File: config.mk
export PLATFORM = sky130hd
export DESIGN_NAME = tile_marker_rect_scan
export DESIGN_NICKNAME = d
export VERILOG_FILES = /design/src/rtl/core/tmrs_pkg.sv /design/src/rtl/core/tile_marker_rect_scan.sv /design/src/rtl/core/tmrs_in_stage.sv /design/src/rtl/core/tmrs_scan.sv /design/src/rtl/core/tmrs_out_stage.sv
export SDC_FILE = /design/constraint.sdc
export NUM_CORES = 1
export LEC_CHECK = 0
export BUFFER_PORTS_ARGS = -buffer_cell sky130_fd_sc_hd__buf_2
export CORE_MARGIN = 5
export CORE_UTILIZATION = 55
export CTS_CLUSTER_DIAMETER = 60
export DETAILED_ROUTE_END_ITERATION = 16
export PLACE_DENSITY = 0.85
export SETUP_SLACK_MARGIN = 0.15
export SLEW_MARGIN = 20
export SYNTH_ARGS = -nofsm -noshare
export SYNTH_HDL_FRONTEND = slang
export SYNTH_HIERARCHICAL = 1
export SYNTH_SLANG_ARGS = --single-unit
File: constraint.sdc
create_clock -name clk -period 3.9 [get_ports clk]
set_clock_uncertainty 0.1 [all_clocks]
set_input_delay 0.78 -clock clk [delete_from_list [all_inputs] [get_ports clk]]
set_output_delay 0.78 -clock clk [all_outputs]
set_load 0.02 [all_outputs]
File: src/rtl/core/tmrs_pkg.sv
`timescale 1ns / 1ps
// ----------------------------------------------------------------------------
// tmrs_pkg
// shared types and constants of the tile marker rectangle scan block
// ----------------------------------------------------------------------------
package tmrs_pkg;

    localparam int COLOR_W  = 8;
    localparam int TILE_W   = 7;
    localparam int POS_OUT_W  = 6;
    localparam int SIZE_OUT_W = 7;

    localparam logic [COLOR_W-1:0] MARKER_FULL     = 8'hFF;
    localparam logic [COLOR_W-1:0] MARKER_NONE     = 8'h00;
    localparam logic [TILE_W-1:0]  TILE_SIZE_RESET = 7'd16;

    typedef struct packed {
        logic [COLOR_W-1:0] red;
        logic [COLOR_W-1:0] green;
        logic [COLOR_W-1:0] blue;
    } pixel_t;

    typedef struct packed {
        logic [POS_OUT_W-1:0]  left_x;
        logic [POS_OUT_W-1:0]  bottom_y;
        logic [SIZE_OUT_W-1:0] rect_width;
        logic [SIZE_OUT_W-1:0] rect_height;
        logic                  is_blocking;
    } rect_t;

endpackage

File: src/rtl/core/tile_marker_rect_scan.sv
`timescale 1ns / 1ps
// ----------------------------------------------------------------------------
// tile_marker_rect_scan
// marker rectangle scan over the pixels of one square tile
// ----------------------------------------------------------------------------
// Pixels of a square tile enter in raster order, one per cycle, and the block
// keeps its own column and row count from tile_size. Each pixel goes through an
// input register and then one pass of compare and subtract logic that updates
// the marker state; a tile's last pixel loads the rectangle into the result
// register. Sustained rate is one pixel per cycle, set by the single scan
// stage; a stalled result holds the scan stage and then the input. The user
// writes tile_size while no pixel is in flight; the block does not check it.
// ----------------------------------------------------------------------------
module tile_marker_rect_scan
    import tmrs_pkg::*;
#(
    parameter int MAX_TILE = 64
)
(
    input  logic              clk,
    input  logic              rst_n,
    input  logic              cfg_write,
    input  logic [TILE_W-1:0] cfg_data,
    input  logic              pixel_valid,
    output logic              pixel_stall,
    input  pixel_t            pixel,
    output logic              rect_valid,
    input  logic              rect_stall,
    output rect_t             rect
);

    logic [TILE_W-1:0] tile_size_reg;
    logic [TILE_W-1:0] tile_size_next;
    logic              held_valid;
    pixel_t            held_pixel;
    logic              advance;
    logic              slot_free;
    logic              tile_done;
    logic              load;
    rect_t             scan_rect;

    assign tile_size_next = cfg_write ? cfg_data : tile_size_reg;

    always_ff @(posedge clk or negedge rst_n)
    begin
        if (!rst_n)
            tile_size_reg <= TILE_SIZE_RESET;
        else
            tile_size_reg <= tile_size_next;
    end

    // the scan stage moves only when a finished tile can enter the result slot
    assign advance = held_valid && slot_free;
    assign load    = advance && tile_done;

    tmrs_in_stage u_in_stage (
        .clk         (clk),
        .rst_n       (rst_n),
        .pixel_valid (pixel_valid),
        .pixel_stall (pixel_stall),
        .pixel       (pixel),
        .advance     (advance),
        .held_valid  (held_valid),
        .held_pixel  (held_pixel)
    );

    tmrs_scan #(
        .MAX_TILE (MAX_TILE)
    ) u_scan (
        .clk       (clk),
        .rst_n     (rst_n),
        .step      (advance),
        .pix       (held_pixel),
        .tile_size (tile_size_reg),
        .tile_done (tile_done),
        .rect      (scan_rect)
    );

    tmrs_out_stage u_out_stage (
        .clk        (clk),
        .rst_n      (rst_n),
        .load       (load),
        .load_rect  (scan_rect),
        .slot_free  (slot_free),
        .rect_valid (rect_valid),
        .rect_stall (rect_stall),
        .rect       (rect)
    );

    // a result never overwrites one that is still waiting
    a_no_overwrite: assert property (@(posedge clk) disable iff (!rst_n)
        load |-> !rect_valid || !rect_stall)
        else $error("result register overwritten");

    // the input is held back only by a full input register behind a busy result slot
    a_stall_needs_item: assert property (@(posedge clk) disable iff (!rst_n)
        pixel_stall |-> held_valid && !slot_free)
        else $error("input stalled without a pending pixel");

endmodule

File: src/rtl/core/tmrs_in_stage.sv
`timescale 1ns / 1ps
// ----------------------------------------------------------------------------
// tmrs_in_stage
// input register: holds one pixel until the scan stage takes it
// ----------------------------------------------------------------------------
module tmrs_in_stage
    import tmrs_pkg::*;
(
    input  logic   clk,
    input  logic   rst_n,
    input  logic   pixel_valid,
    output logic   pixel_stall,
    input  pixel_t pixel,
    input  logic   advance,
    output logic   held_valid,
    output pixel_t held_pixel
);

    logic   valid_reg;
    logic   valid_next;
    pixel_t pix_reg;
    logic   accept;

    assign pixel_stall = valid_reg && !advance;
    assign accept      = pixel_valid && !pixel_stall;

    always_comb
    begin
        if (accept)
            valid_next = 1'b1;
        else if (advance)
            valid_next = 1'b0;
        else
            valid_next = valid_reg;
    end

    always_ff @(posedge clk or negedge rst_n)
    begin
        if (!rst_n)
            valid_reg <= 1'b0;
        else
            valid_reg <= valid_next;
    end

    always_ff @(posedge clk)
    begin
        if (accept)
            pix_reg <= pixel;
    end

    assign held_valid = valid_reg;
    assign held_pixel = pix_reg;

endmodule

File: src/rtl/core/tmrs_scan.sv
`timescale 1ns / 1ps
// ----------------------------------------------------------------------------
// tmrs_scan
// raster position counters, marker tracking and rectangle result logic
// ----------------------------------------------------------------------------
module tmrs_scan
    import tmrs_pkg::*;
#(
    parameter int MAX_TILE = 64
)
(
    input  logic              clk,
    input  logic              rst_n,
    input  logic              step,
    input  pixel_t            pix,
    input  logic [TILE_W-1:0] tile_size,
    output logic              tile_done,
    output rect_t             rect
);

    localparam int POS_W  = (MAX_TILE > 1) ? $clog2(MAX_TILE) : 1;
    localparam int EDGE_W = $clog2(MAX_TILE + 1);
    localparam int CMP_W  = ((EDGE_W > TILE_W) ? EDGE_W : TILE_W) + 1;

    logic [POS_W-1:0] col_reg, col_next;
    logic [POS_W-1:0] row_reg, row_next;
    logic [POS_W-1:0] first_col_reg, first_col_next;
    logic [POS_W-1:0] first_row_reg, first_row_next;
    logic [POS_W-1:0] last_col_reg, last_col_next;
    logic [POS_W-1:0] last_row_reg, last_row_next;
    logic             seen_reg, seen_next;
    logic             blocking_reg, blocking_next;

    logic [POS_W-1:0] first_col_upd, first_row_upd, last_col_upd, last_row_upd;
    logic             seen_upd, blocking_upd;
    logic             is_red, is_green, is_marker;
    logic [CMP_W-1:0] size_ext, max_ext, edge_len, col_inc, row_inc;
    logic             row_end;
    logic [CMP_W-1:0] fc_ext, fr_ext, lc_ext, lr_ext, w_ext, h_ext;

    assign is_red    = (pix.red == MARKER_FULL) && (pix.green == MARKER_NONE)
                       && (pix.blue == MARKER_NONE);
    assign is_green  = (pix.red == MARKER_NONE) && (pix.green == MARKER_FULL)
                       && (pix.blue == MARKER_NONE);
    assign is_marker = is_red || is_green;

    // clamp the edge length to 1..MAX_TILE
    assign size_ext = CMP_W'(tile_size);
    assign max_ext  = CMP_W'(MAX_TILE);
    always_comb
    begin
        if (size_ext == '0)
            edge_len = CMP_W'(1);
        else if (size_ext > max_ext)
            edge_len = max_ext;
        else
            edge_len = size_ext;
    end

    assign col_inc   = CMP_W'(col_reg) + CMP_W'(1);
    assign row_inc   = CMP_W'(row_reg) + CMP_W'(1);
    assign row_end   = (col_inc >= edge_len);
    assign tile_done = row_end && (row_inc >= edge_len);

    // marker state including the current pixel
    always_comb
    begin
        first_col_upd = first_col_reg;
        first_row_upd = first_row_reg;
        last_col_upd  = last_col_reg;
        last_row_upd  = last_row_reg;
        seen_upd      = seen_reg;
        blocking_upd  = blocking_reg && !is_green;
        if (is_marker)
        begin
            if (!seen_reg)
            begin
                first_col_upd = col_reg;
                first_row_upd = row_reg;
            end
            last_col_upd = col_reg;
            last_row_upd = row_reg;
            seen_upd     = 1'b1;
        end
    end

    assign fc_ext = CMP_W'(first_col_upd);
    assign fr_ext = CMP_W'(first_row_upd);
    assign lc_ext = CMP_W'(last_col_upd);
    assign lr_ext = CMP_W'(last_row_upd);
    assign w_ext  = (lc_ext >= fc_ext) ? (lc_ext - fc_ext + CMP_W'(1)) : '0;
    assign h_ext  = (lr_ext >= fr_ext) ? (lr_ext - fr_ext + CMP_W'(1)) : '0;

    always_comb
    begin
        rect = '0;
        if (seen_upd)
        begin
            rect.left_x      = fc_ext[POS_OUT_W-1:0];
            rect.bottom_y    = lr_ext[POS_OUT_W-1:0];
            rect.rect_width  = w_ext[SIZE_OUT_W-1:0];
            rect.rect_height = h_ext[SIZE_OUT_W-1:0];
            rect.is_blocking = blocking_upd;
        end
    end

    always_comb
    begin
        col_next       = col_reg;
        row_next       = row_reg;
        first_col_next = first_col_reg;
        first_row_next = first_row_reg;
        last_col_next  = last_col_reg;
        last_row_next  = last_row_reg;
        seen_next      = seen_reg;
        blocking_next  = blocking_reg;
        if (step)
        begin
            if (tile_done)
            begin
                col_next       = '0;
                row_next       = '0;
                first_col_next = '0;
                first_row_next = '0;
                last_col_next  = '0;
                last_row_next  = '0;
                seen_next      = 1'b0;
                blocking_next  = 1'b1;
            end
            else
            begin
                first_col_next = first_col_upd;
                first_row_next = first_row_upd;
                last_col_next  = last_col_upd;
                last_row_next  = last_row_upd;
                seen_next      = seen_upd;
                blocking_next  = blocking_upd;
                if (row_end)
                begin
                    col_next = '0;
                    row_next = row_inc[POS_W-1:0];
                end
                else
                begin
                    col_next = col_inc[POS_W-1:0];
                end
            end
        end
    end

    always_ff @(posedge clk or negedge rst_n)
    begin
        if (!rst_n)
        begin
            col_reg       <= '0;
            row_reg       <= '0;
            first_col_reg <= '0;
            first_row_reg <= '0;
            last_col_reg  <= '0;
            last_row_reg  <= '0;
            seen_reg      <= 1'b0;
            blocking_reg  <= 1'b1;
        end
        else
        begin
            col_reg       <= col_next;
            row_reg       <= row_next;
            first_col_reg <= first_col_next;
            first_row_reg <= first_row_next;
            last_col_reg  <= last_col_next;
            last_row_reg  <= last_row_next;
            seen_reg      <= seen_next;
            blocking_reg  <= blocking_next;
        end
    end

    // a finished tile leaves the scan state cleared
    a_clear_after_tile: assert property (@(posedge clk) disable iff (!rst_n)
        step && tile_done |=> col_reg == '0 && row_reg == '0 && !seen_reg && blocking_reg)
        else $error("scan state not cleared after tile");

    // positions stay below MAX_TILE
    a_pos_in_range: assert property (@(posedge clk) disable iff (!rst_n)
        CMP_W'(col_reg) < max_ext && CMP_W'(row_reg) < max_ext)
        else $error("scan position beyond tile");

    // the first marker row never comes after the last marker row
    a_first_not_after_last: assert property (@(posedge clk) disable iff (!rst_n)
        seen_reg |-> first_row_reg <= last_row_reg)
        else $error("first marker row after last marker row");

endmodule

File: src/rtl/core/tmrs_out_stage.sv
`timescale 1ns / 1ps
// ----------------------------------------------------------------------------
// tmrs_out_stage
// result register: holds one rectangle until the consumer takes it
// ----------------------------------------------------------------------------
module tmrs_out_stage
    import tmrs_pkg::*;
(
    input  logic  clk,
    input  logic  rst_n,
    input  logic  load,
    input  rect_t load_rect,
    output logic  slot_free,
    output logic  rect_valid,
    input  logic  rect_stall,
    output rect_t rect
);

    logic  valid_reg;
    logic  valid_next;
    rect_t rect_reg;

    assign slot_free = !valid_reg || !rect_stall;

    always_comb
    begin
        if (load)
            valid_next = 1'b1;
        else if (!rect_stall)
            valid_next = 1'b0;
        else
            valid_next = valid_reg;
    end

    always_ff @(posedge clk or negedge rst_n)
    begin
        if (!rst_n)
            valid_reg <= 1'b0;
        else
            valid_reg <= valid_next;
    end

    always_ff @(posedge clk)
    begin
        if (load)
            rect_reg <= load_rect;
    end

    assign rect_valid = valid_reg;
    assign rect       = rect_reg;

endmodule
==> results.toml <==
[synthesis]
synthesis.area_um2 = 5330
synth_cell_types = 54
synth_largest_area_cell = "edfxtp_1"
async_flop_share = 0.480
ys_seq_elements = 98
synth.net_count = 537
yosysTopAreaCellShare = 0.287
synthCells = 456
ys_warn_count = 6
syn_avg_cell_area_um2 = 11.7
synth_flop_cell = "edfxtp_1"
synth-seq-area-share = 0.509
synth_area_leaders = "edfxtp_1 29%, dfrtp_1 21%, ha_1 9.4%, a22o_1 3.3%, nand2_1 2.9%"
synth-edff-count = 51

[sta]
post-route-period-util = 0.913
fmax_ghz = 0.281
finalSetupViolations = 0
relSlewSlack = 0.481
finalHoldViolations = 0
tightest_slew_ns = 0.777
report.final.slew_viol_count = 0
hold_ws_ns = 0.312
period_minus_slack_ns = 3.56
rsz0062_at_grt = "no"
timing.setup.tns_ns = 0

[critical_path]
crit_type = "reg2reg"
crit_family = "compound AO/OA/AOI/OAI gates"
path_common_cell = "ha_1"
cp-start-kind = "flip-flop"
cp_max_fo = 23
path_buf_inv = 1
path_cells = "nor4bb_1 > nand4_1 > a21oi_4 > buf_8 > mux2_2 > ha_1 > ha_1 > a21o_1 > a21oi_1 > o21bai_1 > a21oi_2 > xnor2_1 > nor3_1"
max_stage_delay_ns = 0.40
slowest_stage = "edfxtp_1"
cp-end-kind = "flip-flop"
crit_arrival_ns = 3.56
crit_required_ns = 3.90

[clock_network]
cts_setup_buffers = 0
cts_resized = 0
clkTransAtPathRegs_ns = 0.10
cts_inserted_buffers = 9
max-clock-path-buffers = 2
clock-root-buffer = "clkbuf_8"
hold_buffers = 0
cts_max_level = 3
tritoncts = "done"
cts.sinks = 98
worstSkewPairLatency_ns = 0.36

[global_routing]
grt.total_usage = 0.183
grt_pass1_vias = 3559
grt_overflow = 0
antenna_found_initial = 0
grt_first_pass_wirelength_mm = 16.9
grt_max_degree = 48

[route]
drt-total-wl_mm = 10.2
drtIter0Drc = 187
dr_total_vias = 3700
drtAntennaViolNets = 0
wl_per_cell_um = 15.5
first_pass_iters = 4
drc = 0
vias_per_cell = 5.65

[pwr]
total_power_w = 0.00252
p_leak_nw = 2.73
irDropWorstVdd_mv = 0.289
power_density_nw_per_um2 = 417

[place]
gp_congestion = 0.844
dp_hpwl_mm = 7.65
port_buffers = 64
placed_area_um2 = 5800

[floorplanning]
io_pins = 65
die_y_um = 108
core.rowCount = 36
die_area_um2 = 11800
initial_utilization = 0.555
fp.dieW_um = 108
coreArea_um2 = 9590

[cells_and_area]
n_fill_cell = 731
area_growth_pct = 13.2
diodes = 0
largest_reg_flops = 27
drive_above_1_share = 0.230
fin_util = 0.629
design_area_um2 = 6030
layout.nets = 598

[worst_hold_path]
min_path_type = "in2async"

[run_status]
status = "complete, no violations"

[run]
drv_cap = 0
[report_power, final]
part | leakage, nW | total [W] | internal, W | switching, W
sequential | 1.12 | 0.00134 | 0.00119 | 0.000149
combinational | 1.52 | 0.000527 | 0.000228 | 0.000299
clock | 0.0924 | 0.000654 | 0.000300 | 0.000353
[metrics by stage]
stage	worst slack (ns)	cells
after floorplan	0.507	456
after global placement	0.391	639
after detailed placement	0.308	639
after CTS	0.276	655
after global routing	0.147	655
final	0.340	655
[synth_stat cells (10+ instances only)]
library cell,number
nand2b_1,10
clkbuf_1,16
edfxtp_1,51
ha_1,40
o21ai_0,16
a32o_1,12
a22o_1,20
nor2_1,23
inv_1,31
dfrtp_1,45
mux2i_1,11
xnor2_1,10
a21oi_1,14
nand2_1,41
[placed cells by master (no fill, tap or decap), drive strengths merged, types with 17 or more instances in the layout]
cell type and n:
buf 74, edfxtp 51, dfrtp 45, nand2 41
ha 40, inv 33, nor2 23, a22o 20
o21ai 17
[worst register-to-register path, delay by kind of cell (launching register included)]
family	cells	cell delay, ns
flops	1	0.40
compound gates	5	0.89
simple gates	3	0.62
mux	1	0.36
buf+inv	1	0.19
fa+ha+maj	2	0.61
xor+xnor	1	0.13
[per-layer routing]
metal  vias up  wire length, µm  track usage
met4         0              136       0.0550
met5         -                0            0
met1      1808             4320        0.244
met2       106             5150        0.304
met3         9              548       0.0352
li1       1777                -            -
[area by class of cell]
type	count	area, µm²	area share
sequential	98	2710	0.449
timing repair buffer	74	418	0.0693
clock inverter	7	76.3	0.0127
tap	133	166	0.0276
clock buffer	9	124	0.0205
inverter	31	116	0.0193
multi-input combinational	303	2420	0.401
[path summary, 6_finish.rpt]
check,from,endpoint,slack (ns),depth (start not counted)
max in group asynchronous,rst_n,u_scan/last_row_reg[0],2.99,1
min reg2reg,u_scan/blocking_reg,u_scan/blocking_reg,0.37,2
max reg2reg,u_in_stage/held_pixel[23],u_out_stage/rect[7],0.34,13
max,u_in_stage/held_pixel[23],u_out_stage/rect[7],0.34,13
min in group clk,u_scan/blocking_reg,u_scan/blocking_reg,0.37,2
min,rst_n,tile_size_reg[6],0.31,1
[cell families after synthesis]
group,after synthesis,share of synthesized area
AOI/OAI and AO/OA,93,0.134
xor gates and xnor gates,18,0.0296
adders and majority gates,45,0.113
buffers and inverters,55,0.0416
DFF,98,0.509
muxes,26,0.0573
and+or+nand+nor,121,0.116
(Power assumes the default switching activity.)
